==> config.mk <==
export PLATFORM = sky130hd
export DESIGN_NAME = adsr_envelope_generator_top
export DESIGN_NICKNAME = d
export VERILOG_FILES = /design/src/rtl/adsr_pkg.sv /design/src/rtl/adsr_envelope_generator_top.sv
export SDC_FILE = /design/constraint.sdc
export NUM_CORES = 2
export LEC_CHECK = 0
export ABC_AREA = 1
export BUFFER_PORTS_ARGS = -buffer_cell sky130_fd_sc_hd__buf_2
export CAP_MARGIN = 20
export CORE_ASPECT_RATIO = 1.75
export CORE_UTILIZATION = 45
export DETAILED_ROUTE_END_ITERATION = 16
export SYNTH_ARGS = -nofsm -noshare
export SYNTH_HDL_FRONTEND = slang
export SYNTH_SLANG_ARGS = --single-unit
==> constraint.sdc <==
create_clock -name clk -period 16.3 [get_ports clk]
set_input_delay 1.63 -clock clk [delete_from_list [all_inputs] [get_ports clk]]
set_output_delay 1.63 -clock clk [all_outputs]
set_load 0.05 [all_outputs]
==> src/rtl/adsr_pkg.sv <==
package adsr_pkg;

    localparam int FRAC_BITS = 16;
    localparam int LVL_W     = FRAC_BITS + 2;
    localparam int SUS_W     = FRAC_BITS + 1;
    localparam int FAC_W     = 16;
    localparam int CNT_W     = 24;
    localparam int STAGE_W   = 3;
    localparam int OP_W      = 2;
    localparam int ADDR_W    = 5;
    localparam int DATA_W    = 32;
    localparam int REG_IDX_W = 3;

    localparam int IN_TDATA_W  = ((SUS_W + 7) / 8) * 8;
    localparam int OUT_TDATA_W = ((LVL_W + STAGE_W + 7) / 8) * 8;

    localparam int MUL_AW = LVL_W + 1;
    localparam int MUL_BW = SUS_W;
    localparam int PROD_W = MUL_AW + MUL_BW;

    localparam logic [SUS_W-1:0] LVL_ONE = {1'b1, {FRAC_BITS{1'b0}}};
    localparam logic [LVL_W-1:0] LVL_MAX = '1;
    localparam logic [CNT_W-1:0] CNT_MAX = '1;

    localparam logic [STAGE_W-1:0] ST_IDLE    = 3'd0;
    localparam logic [STAGE_W-1:0] ST_ATTACK  = 3'd1;
    localparam logic [STAGE_W-1:0] ST_DECAY   = 3'd2;
    localparam logic [STAGE_W-1:0] ST_SUSTAIN = 3'd3;
    localparam logic [STAGE_W-1:0] ST_RELEASE = 3'd4;

    localparam logic [OP_W-1:0] OP_TICK    = 2'd0;
    localparam logic [OP_W-1:0] OP_NOTE_ON = 2'd1;
    localparam logic [OP_W-1:0] OP_RELEASE = 2'd2;
    localparam logic [OP_W-1:0] OP_SET_SUS = 2'd3;

    localparam logic [REG_IDX_W-1:0] REG_ATTACK  = 3'd0;
    localparam logic [REG_IDX_W-1:0] REG_DECAY   = 3'd1;
    localparam logic [REG_IDX_W-1:0] REG_SUSTAIN = 3'd2;
    localparam logic [REG_IDX_W-1:0] REG_RELEASE = 3'd3;
    localparam logic [REG_IDX_W-1:0] REG_CUTOFF  = 3'd4;
    localparam logic [REG_IDX_W-1:0] REG_TIMEOUT = 3'd5;

    localparam logic [FAC_W-1:0] RST_ATTACK  = 16'd655;
    localparam logic [FAC_W-1:0] RST_DECAY   = 16'd33;
    localparam logic [SUS_W-1:0] RST_SUSTAIN = 17'd32768;
    localparam logic [FAC_W-1:0] RST_RELEASE = 16'd7;
    localparam logic [FAC_W-1:0] RST_CUTOFF  = 16'd1;
    localparam logic [CNT_W-1:0] RST_TIMEOUT = 24'd1920000;

endpackage

==> src/rtl/adsr_envelope_generator_top.sv <==
// Sequence: an accepted input goes to SETUP; idle and attack ticks and control events
// then go to FINISH, sustain and release ticks pass once through MUL1 and PROD1, and
// decay ticks also through MUL2 and PROD2 unless their first product reaches one. FINISH
// waits while a stalled result is held; no new input is taken until it is done. Passes
// through the one shared multiplier: decay up to two, sustain and release one, attack none.
// Reset: rst_n is asynchronous, active low; it idles the voice, clears level, tick
// count and sustain target, and loads the configuration registers with defaults.
module adsr_envelope_generator_top (
    input  logic                                clk,
    input  logic                                rst_n,
    input  logic                                s_tvalid,
    output logic                                s_tready,
    input  logic [adsr_pkg::IN_TDATA_W-1:0]     s_tdata,   // [16:0] sustain_value
    input  logic [adsr_pkg::OP_W-1:0]           s_tuser,   // [1:0] opcode
    output logic                                m_tvalid,
    input  logic                                m_tready,
    output logic [adsr_pkg::OUT_TDATA_W-1:0]    m_tdata,   // [17:0] level, [20:18] stage
    output logic                                m_tlast,   // ended
    input  logic                                psel,
    input  logic                                penable,
    input  logic                                pwrite,
    input  logic [adsr_pkg::ADDR_W-1:0]         paddr,
    input  logic [adsr_pkg::DATA_W-1:0]         pwdata,
    output logic [adsr_pkg::DATA_W-1:0]         prdata,
    output logic                                pready
);

    localparam logic [2:0] S_IDLE   = 3'd0;
    localparam logic [2:0] S_SETUP  = 3'd1;
    localparam logic [2:0] S_MUL1   = 3'd2;
    localparam logic [2:0] S_PROD1  = 3'd3;
    localparam logic [2:0] S_MUL2   = 3'd4;
    localparam logic [2:0] S_PROD2  = 3'd5;
    localparam logic [2:0] S_FINISH = 3'd6;

    localparam int PHI_W = adsr_pkg::PROD_W - adsr_pkg::FRAC_BITS;

    function automatic logic [adsr_pkg::SUS_W-1:0] clamp_one(
        input logic [adsr_pkg::SUS_W-1:0] v
    );
        return (v > adsr_pkg::LVL_ONE) ? adsr_pkg::LVL_ONE : v;
    endfunction

    logic [adsr_pkg::FAC_W-1:0]   attack_step_reg;
    logic [adsr_pkg::FAC_W-1:0]   decay_factor_reg;
    logic [adsr_pkg::SUS_W-1:0]   sustain_default_reg;
    logic [adsr_pkg::FAC_W-1:0]   release_factor_reg;
    logic [adsr_pkg::FAC_W-1:0]   cutoff_level_reg;
    logic [adsr_pkg::CNT_W-1:0]   timeout_ticks_reg;

    logic                            cfg_write;
    logic [adsr_pkg::REG_IDX_W-1:0]  cfg_index;

    logic [2:0]                      state_reg, state_next;
    logic [adsr_pkg::OP_W-1:0]       op_reg, op_next;
    logic [adsr_pkg::SUS_W-1:0]      sv_reg, sv_next;
    logic [adsr_pkg::LVL_W-1:0]      y_reg, y_next;
    logic                            dir_reg, dir_next;
    logic [adsr_pkg::MUL_AW-1:0]     mul_a_reg, mul_a_next;
    logic [adsr_pkg::MUL_BW-1:0]     mul_b_reg, mul_b_next;
    logic [adsr_pkg::PROD_W-1:0]     prod_reg;

    logic [adsr_pkg::LVL_W-1:0]      amp_reg, amp_next;
    logic [adsr_pkg::STAGE_W-1:0]    phase_reg, phase_next;
    logic [adsr_pkg::CNT_W-1:0]      count_reg, count_next;
    logic [adsr_pkg::SUS_W-1:0]      target_reg, target_next;

    logic                            m_tvalid_reg, m_tvalid_next;
    logic [adsr_pkg::LVL_W-1:0]      out_level_reg, out_level_next;
    logic [adsr_pkg::STAGE_W-1:0]    out_stage_reg, out_stage_next;
    logic                            out_ended_reg, out_ended_next;

    logic [adsr_pkg::LVL_W:0]        attack_sum;
    logic [adsr_pkg::LVL_W-1:0]      target_ext;
    logic                            sus_up;
    logic [adsr_pkg::LVL_W-1:0]      sus_diff;
    logic [adsr_pkg::LVL_W-1:0]      prod_lvl;
    logic [PHI_W-1:0]                prod_hi;

    logic [adsr_pkg::LVL_W-1:0]      fin_amp;
    logic [adsr_pkg::STAGE_W-1:0]    fin_phase;
    logic [adsr_pkg::CNT_W-1:0]      fin_count;
    logic [adsr_pkg::SUS_W-1:0]      fin_target;
    logic [adsr_pkg::LVL_W-1:0]      fin_level;
    logic                            fin_ended;

    assign pready    = 1'b1;
    assign cfg_write = psel & penable & pwrite;
    assign cfg_index = paddr[adsr_pkg::ADDR_W-1:2];

    always_ff @(posedge clk or negedge rst_n)
    begin
        if (!rst_n)
        begin
            attack_step_reg     <= adsr_pkg::RST_ATTACK;
            decay_factor_reg    <= adsr_pkg::RST_DECAY;
            sustain_default_reg <= adsr_pkg::RST_SUSTAIN;
            release_factor_reg  <= adsr_pkg::RST_RELEASE;
            cutoff_level_reg    <= adsr_pkg::RST_CUTOFF;
            timeout_ticks_reg   <= adsr_pkg::RST_TIMEOUT;
        end
        else if (cfg_write)
        begin
            unique case (cfg_index)
                adsr_pkg::REG_ATTACK:  attack_step_reg     <= pwdata[adsr_pkg::FAC_W-1:0];
                adsr_pkg::REG_DECAY:   decay_factor_reg    <= pwdata[adsr_pkg::FAC_W-1:0];
                adsr_pkg::REG_SUSTAIN: sustain_default_reg <= pwdata[adsr_pkg::SUS_W-1:0];
                adsr_pkg::REG_RELEASE: release_factor_reg  <= pwdata[adsr_pkg::FAC_W-1:0];
                adsr_pkg::REG_CUTOFF:  cutoff_level_reg    <= pwdata[adsr_pkg::FAC_W-1:0];
                adsr_pkg::REG_TIMEOUT: timeout_ticks_reg   <= pwdata[adsr_pkg::CNT_W-1:0];
                default: ;
            endcase
        end
    end

    always_comb
    begin
        unique case (cfg_index)
            adsr_pkg::REG_ATTACK:  prdata = adsr_pkg::DATA_W'(attack_step_reg);
            adsr_pkg::REG_DECAY:   prdata = adsr_pkg::DATA_W'(decay_factor_reg);
            adsr_pkg::REG_SUSTAIN: prdata = adsr_pkg::DATA_W'(sustain_default_reg);
            adsr_pkg::REG_RELEASE: prdata = adsr_pkg::DATA_W'(release_factor_reg);
            adsr_pkg::REG_CUTOFF:  prdata = adsr_pkg::DATA_W'(cutoff_level_reg);
            adsr_pkg::REG_TIMEOUT: prdata = adsr_pkg::DATA_W'(timeout_ticks_reg);
            default:               prdata = '0;
        endcase
    end

    assign attack_sum = (adsr_pkg::LVL_W + 1)'(amp_reg) + (adsr_pkg::LVL_W + 1)'(attack_step_reg);
    assign target_ext = adsr_pkg::LVL_W'(target_reg);
    assign sus_up     = target_ext >= amp_reg;
    assign sus_diff   = sus_up ? (target_ext - amp_reg) : (amp_reg - target_ext);
    assign prod_lvl   = prod_reg[adsr_pkg::FRAC_BITS +: adsr_pkg::LVL_W];
    assign prod_hi    = prod_reg[adsr_pkg::PROD_W-1:adsr_pkg::FRAC_BITS];

    // stage transitions, cutoff and event effects for the finishing step
    always_comb
    begin
        fin_amp    = amp_reg;
        fin_phase  = phase_reg;
        fin_count  = count_reg;
        fin_target = target_reg;
        fin_ended  = 1'b0;
        fin_level  = amp_reg;
        unique case (op_reg)
            adsr_pkg::OP_TICK:
            begin
                if (phase_reg != adsr_pkg::ST_IDLE)
                begin
                    unique case (phase_reg)
                        adsr_pkg::ST_ATTACK:
                        begin
                            if (decay_factor_reg != '0)
                            begin
                                if (y_reg >= adsr_pkg::LVL_W'(adsr_pkg::LVL_ONE))
                                    fin_phase = adsr_pkg::ST_DECAY;
                            end
                            else if (y_reg >= target_ext)
                                fin_phase = adsr_pkg::ST_SUSTAIN;
                        end
                        adsr_pkg::ST_DECAY:
                        begin
                            if (y_reg <= target_ext)
                                fin_phase = adsr_pkg::ST_SUSTAIN;
                        end
                        adsr_pkg::ST_SUSTAIN:
                        begin
                            if (count_reg > timeout_ticks_reg)
                                fin_phase = adsr_pkg::ST_RELEASE;
                        end
                        default: fin_phase = adsr_pkg::ST_RELEASE;
                    endcase
                    if (count_reg != adsr_pkg::CNT_MAX)
                        fin_count = count_reg + 1'b1;
                    if (fin_phase >= adsr_pkg::ST_DECAY
                        && y_reg < adsr_pkg::LVL_W'(cutoff_level_reg))
                    begin
                        fin_phase = adsr_pkg::ST_IDLE;
                        fin_ended = 1'b1;
                    end
                    fin_level = y_reg;
                    fin_amp   = (fin_phase == adsr_pkg::ST_IDLE) ? '0 : y_reg;
                end
                else
                begin
                    fin_level = '0;
                    fin_amp   = '0;
                end
            end
            adsr_pkg::OP_NOTE_ON:
            begin
                fin_amp    = '0;
                fin_phase  = adsr_pkg::ST_ATTACK;
                fin_count  = '0;
                fin_target = clamp_one(sustain_default_reg);
                fin_level  = '0;
            end
            adsr_pkg::OP_RELEASE:
            begin
                if (phase_reg != adsr_pkg::ST_IDLE)
                    fin_phase = adsr_pkg::ST_RELEASE;
                else
                begin
                    fin_level = '0;
                    fin_amp   = '0;
                end
            end
            default:
            begin
                if (phase_reg != adsr_pkg::ST_IDLE)
                    fin_target = clamp_one(sv_reg);
                else
                begin
                    fin_level = '0;
                    fin_amp   = '0;
                end
            end
        endcase
    end

    always_comb
    begin
        state_next     = state_reg;
        op_next        = op_reg;
        sv_next        = sv_reg;
        y_next         = y_reg;
        dir_next       = dir_reg;
        mul_a_next     = mul_a_reg;
        mul_b_next     = mul_b_reg;
        amp_next       = amp_reg;
        phase_next     = phase_reg;
        count_next     = count_reg;
        target_next    = target_reg;
        m_tvalid_next  = m_tvalid_reg & ~m_tready;
        out_level_next = out_level_reg;
        out_stage_next = out_stage_reg;
        out_ended_next = out_ended_reg;
        unique case (state_reg)
            S_IDLE:
            begin
                if (s_tvalid)
                begin
                    op_next    = s_tuser;
                    sv_next    = s_tdata[adsr_pkg::SUS_W-1:0];
                    state_next = S_SETUP;
                end
            end
            S_SETUP:
            begin
                state_next = S_FINISH;
                y_next     = amp_reg;
                if (op_reg == adsr_pkg::OP_TICK)
                begin
                    unique case (phase_reg)
                        adsr_pkg::ST_IDLE: ;
                        adsr_pkg::ST_ATTACK:
                            y_next = attack_sum[adsr_pkg::LVL_W] ? adsr_pkg::LVL_MAX
                                                                 : attack_sum[adsr_pkg::LVL_W-1:0];
                        adsr_pkg::ST_DECAY:
                        begin
                            mul_a_next = adsr_pkg::MUL_AW'(amp_reg)
                                       + adsr_pkg::MUL_AW'(adsr_pkg::LVL_ONE);
                            mul_b_next = adsr_pkg::MUL_BW'(decay_factor_reg);
                            state_next = S_MUL1;
                        end
                        adsr_pkg::ST_SUSTAIN:
                        begin
                            dir_next   = sus_up;
                            mul_a_next = adsr_pkg::MUL_AW'(sus_diff);
                            mul_b_next = adsr_pkg::MUL_BW'(release_factor_reg);
                            state_next = S_MUL1;
                        end
                        default:
                        begin
                            mul_a_next = adsr_pkg::MUL_AW'(amp_reg);
                            mul_b_next = adsr_pkg::LVL_ONE
                                       - adsr_pkg::MUL_BW'(release_factor_reg);
                            state_next = S_MUL1;
                        end
                    endcase
                end
            end
            S_MUL1:
                state_next = S_PROD1;
            S_PROD1:
            begin
                state_next = S_FINISH;
                unique case (phase_reg)
                    adsr_pkg::ST_DECAY:
                    begin
                        if (prod_hi >= PHI_W'(adsr_pkg::LVL_ONE))
                            y_next = '0;
                        else
                        begin
                            mul_a_next = adsr_pkg::MUL_AW'(amp_reg);
                            mul_b_next = adsr_pkg::LVL_ONE - prod_hi[adsr_pkg::SUS_W-1:0];
                            state_next = S_MUL2;
                        end
                    end
                    adsr_pkg::ST_SUSTAIN:
                        y_next = dir_reg ? (amp_reg + prod_lvl) : (amp_reg - prod_lvl);
                    default:
                        y_next = prod_lvl;
                endcase
            end
            S_MUL2:
                state_next = S_PROD2;
            S_PROD2:
            begin
                y_next     = prod_lvl;
                state_next = S_FINISH;
            end
            S_FINISH:
            begin
                if (!m_tvalid_reg || m_tready)
                begin
                    amp_next       = fin_amp;
                    phase_next     = fin_phase;
                    count_next     = fin_count;
                    target_next    = fin_target;
                    out_level_next = fin_level;
                    out_stage_next = fin_phase;
                    out_ended_next = fin_ended;
                    m_tvalid_next  = 1'b1;
                    state_next     = S_IDLE;
                end
            end
            default:
                state_next = S_IDLE;
        endcase
    end

    always_ff @(posedge clk or negedge rst_n)
    begin
        if (!rst_n)
        begin
            state_reg    <= S_IDLE;
            amp_reg      <= '0;
            phase_reg    <= adsr_pkg::ST_IDLE;
            count_reg    <= '0;
            target_reg   <= '0;
            m_tvalid_reg <= 1'b0;
        end
        else
        begin
            state_reg    <= state_next;
            amp_reg      <= amp_next;
            phase_reg    <= phase_next;
            count_reg    <= count_next;
            target_reg   <= target_next;
            m_tvalid_reg <= m_tvalid_next;
        end
    end

    always_ff @(posedge clk)
    begin
        op_reg        <= op_next;
        sv_reg        <= sv_next;
        y_reg         <= y_next;
        dir_reg       <= dir_next;
        mul_a_reg     <= mul_a_next;
        mul_b_reg     <= mul_b_next;
        prod_reg      <= adsr_pkg::PROD_W'(mul_a_reg) * adsr_pkg::PROD_W'(mul_b_reg);
        out_level_reg <= out_level_next;
        out_stage_reg <= out_stage_next;
        out_ended_reg <= out_ended_next;
    end

    assign s_tready = (state_reg == S_IDLE);
    assign m_tvalid = m_tvalid_reg;
    assign m_tdata  = adsr_pkg::OUT_TDATA_W'({out_stage_reg, out_level_reg});
    assign m_tlast  = out_ended_reg;

endmodule

==> summary.md <==
| Metric | Value |
|---|---|
| Root buffer cell | `clkbuf_16` |
| # Max-Cap Violations | `0` |
| Initial Util | `45.6%` |
| Die height | `340 microns` |
| CTS tree | `yes` |
| Startpoint Class | `register` |
| Synth Flop Type | `dfrtp_1` |
| Avg Vias per Cell | `5.49` |
| Core area | `64300 sq um` |
| First DRT Iteration DRCs | `1599` |
| H-tree levels | `1` |
| DRC viols | `0` |
| CP Data Arrival Time | `6.98 ns` |
| Commonest non-fill, non-tap cells in the layout | `nand2_1, inv_1, o21ai_0, fa_1, ha_1` |
| Top Ports | `130` |
| Largest net degree at the start of global routing | `76` |
| Vias in the first global route | `26200` |
| First-pass GRT wire length | `156000 microns` |
| Number of buffers added on ports | `100` |
| GRT overflow | `0` |
| CTS sink count | `287` |
| Layout cells sized above 1 | `6.32%` |
| Post-CTS Setup Bufs | `0` |
| Drt wl/cell | `22.2 microns` |
| Max Buffers Root-to-Sink | `3` |
| Synth Cell Area | `29300 sq um` |
| Area after DPL | `30500 sq um` |
| Hold buffers post-CTS | `0` |
| Final net count | `4384` |
| Synth area leader | `fa_1` |
| Final count of pins violating max slew | `0` |
| Detail Placement HPWL | `83700 microns` |
| Fin area | `31300 sq um` |
| Avg Cell Area, Syn | `7.71 sq um` |
| GPL Wtd Cong | `1.01` |
| Crit end category | `register` |
| Pre-Repair DR Iteration Count | `7` |
| Total CTS buffers | `27` |
| Outcome | `finished, final reports clean` |
| Post-Syn Instances | `3805` |
| Unrepaired setup endpoints after global routing | `false` |
| Fmax | `155 MHz` |
| Tcrit/Tclk final | `39.7%` |
| Initial antenna violation count | `1` |
| Register bit total from synthesis | `287` |
| Global Route Usage Sum | `31.8%` |
| Die width | `195 microns` |
| Post-cts gate resize count | `0` |
| Peak fanout along the critical path | `17` |
| Die area | `66300 sq um` |
| Post-synthesis sequential area ratio | `25.9%` |
| Area share of the largest cell type after synthesis | `17.5%` |
| Distinct cells, synth | `60` |
| Worst Setup Path Type | `reg2reg` |
| Syn-to-layout area delta | `6.82%` |
| Final ANT Viol Nets | `0` |
| Routed WL | `103000 microns` |
| Clk slew on worst S/H paths | `0.06 ns` |
| Least-Margin Pin Slew | `1.09 ns` |
| Fillers | `6541` |
| Setup Viol. Count Final | `0` |
| Max-Slew Margin vs Limit | `27.5%` |
| Sum Neg Setup Slack | `0 ns` |
| HP Class | `reg2reg` |
| Top post-synthesis cells by area | `fa_1, dfrtp_1, nand2_1, ha_1, edfxtp_1` |
| Minimum clock period | `6.47 ns` |
| Vias post-DR | `25600` |
| FP Rows | `123` |
| Worst Path Required | `16.81 ns` |
| Post-synth EDFFs | `96` |
| Synth warn | `0` |
| Skew-Pair Late Insertion Delay | `0.59 ns` |
| Most common cell after layout, fill and taps aside | `nand2_1` |
| Final Hold Viols | `0` |
| Share of flip-flops with an asynchronous set or reset | `59.6%` |
| Setup Skew | `0.0274 ns` |
## worst paths after layout
check	cells after the start	from	slack, ns	endpoint
worst max-delay path	18	mul_a_reg[4]$_DFFE_PP_	9.83	prod_reg[32]$_DFF_P_
worst min-delay path	2	decay_factor_reg[9]$_DFFE_PN0P_	0.49	decay_factor_reg[9]$_DFFE_PN0P_
worst max register to register	18	mul_a_reg[4]$_DFFE_PP_	9.83	prod_reg[32]$_DFF_P_
worst min register to register	2	decay_factor_reg[9]$_DFFE_PN0P_	0.49	decay_factor_reg[9]$_DFFE_PN0P_
max in group asynchronous	2	rst_n	14.06	release_factor_reg[13]$_DFFE_PN0P_
min in group asynchronous	1	rst_n	0.92	count_reg[20]$_DFFE_PN0P_
## kinds of logic (layout without fill, tap and decap cells)
logic type | count (synthesis) | count (layout) | synth area share, %
AO/OA/AOI/OAI | 632 | 632 | 12.3
XOR/XNOR | 89 | 89 | 2.66
adder cells (fa/ha/maj) | 491 | 491 | 27.5
buffers and inverters | 919 | 948 | 12.2
flip-flops | 287 | 287 | 25.9
other | 2 | 14 | 0.0256
AND/OR/NAND/NOR | 1385 | 1385 | 19.5
## routing by layer
layer  global-route usage [%]  vias to the layer above  wire (microns)
met5                        0                        -               9
met2                     60.0                      797           55000
met1                     30.5                    12400           33700
met3                     3.35                      333            4170
met4                     27.3                        2           10400
li1                         -                    12100               -
## stage by stage
step           setup WS [ns]  hold WS, ns  std cells  utilization (%)
6_report                9.83        0.487       4658             48.7
4_1_cts                 9.92        0.489       4656             48.7
2_1_floorplan          10.73        0.453       3815                -
5_1_grt                 9.56        0.513       4656             48.7
3_5_place_dp            9.95        0.473       4606             47.4
3_3_place_gp            9.96        0.466       4606             47.4
## critical path, cell delays in order, from the launching register on
cell and delay (ns):
edfxtp_1 1.00, nand2_1 0.19, fa_1 0.57, inv_1 0.05
fa_1 0.47, fa_1 0.53, fa_1 0.56, fa_1 0.59
inv_1 0.07, fa_1 0.53, inv_1 0.04, ha_1 0.34
nand2_1 0.14, nor4_1 0.46, nand4_1 0.15, nand3_1 0.27
nand2_1 0.11, nand3b_1 0.14, xor2_1 0.16
## cell type report
type	instances	area, sq um	area share (%)
Clock inverter	14	92.6	0.295
Clock buffer	36	771	2.46
Tap cell	812	1020	3.24
Inverter	765	2870	9.16
Antenna cell	2	5.00	0.0160
Timing Repair Buffer	133	754	2.41
Multi-Input combinational cell	2609	18200	58.2
Sequential cell	287	7590	24.2
## cells in the mapped netlist (6+ instances only)
| cell type | number |
|---|---|
| a21o_1 | 10 |
| a21oi_1 | 193 |
| a221oi_1 | 15 |
| a31oi_1 | 24 |
| buf_1 | 6 |
| buf_2 | 11 |
| buf_4 | 18 |
| clkbuf_1 | 111 |
| dfrtp_1 | 151 |
| dfstp_2 | 20 |
| dfxtp_1 | 20 |
| edfxtp_1 | 96 |
| fa_1 | 256 |
| ha_1 | 235 |
| inv_1 | 748 |
| inv_2 | 14 |
| nand2_1 | 947 |
| nand3_1 | 142 |
| nand4_1 | 41 |
| nor2_1 | 173 |
| nor2_2 | 6 |
| nor3_1 | 27 |
| nor3_2 | 6 |
| nor4_1 | 25 |
| o2111ai_1 | 9 |
| o211ai_1 | 20 |
| o21a_1 | 6 |
| o21ai_0 | 259 |
| o21ai_1 | 11 |
| o21bai_1 | 9 |
| o221ai_1 | 18 |
| o22ai_1 | 24 |
| o31ai_1 | 16 |
| xnor2_1 | 24 |
| xor2_1 | 65 |
Power is not shown: default switching activity piles up to over one toggle a cycle in this logic, so the estimate is an artifact.
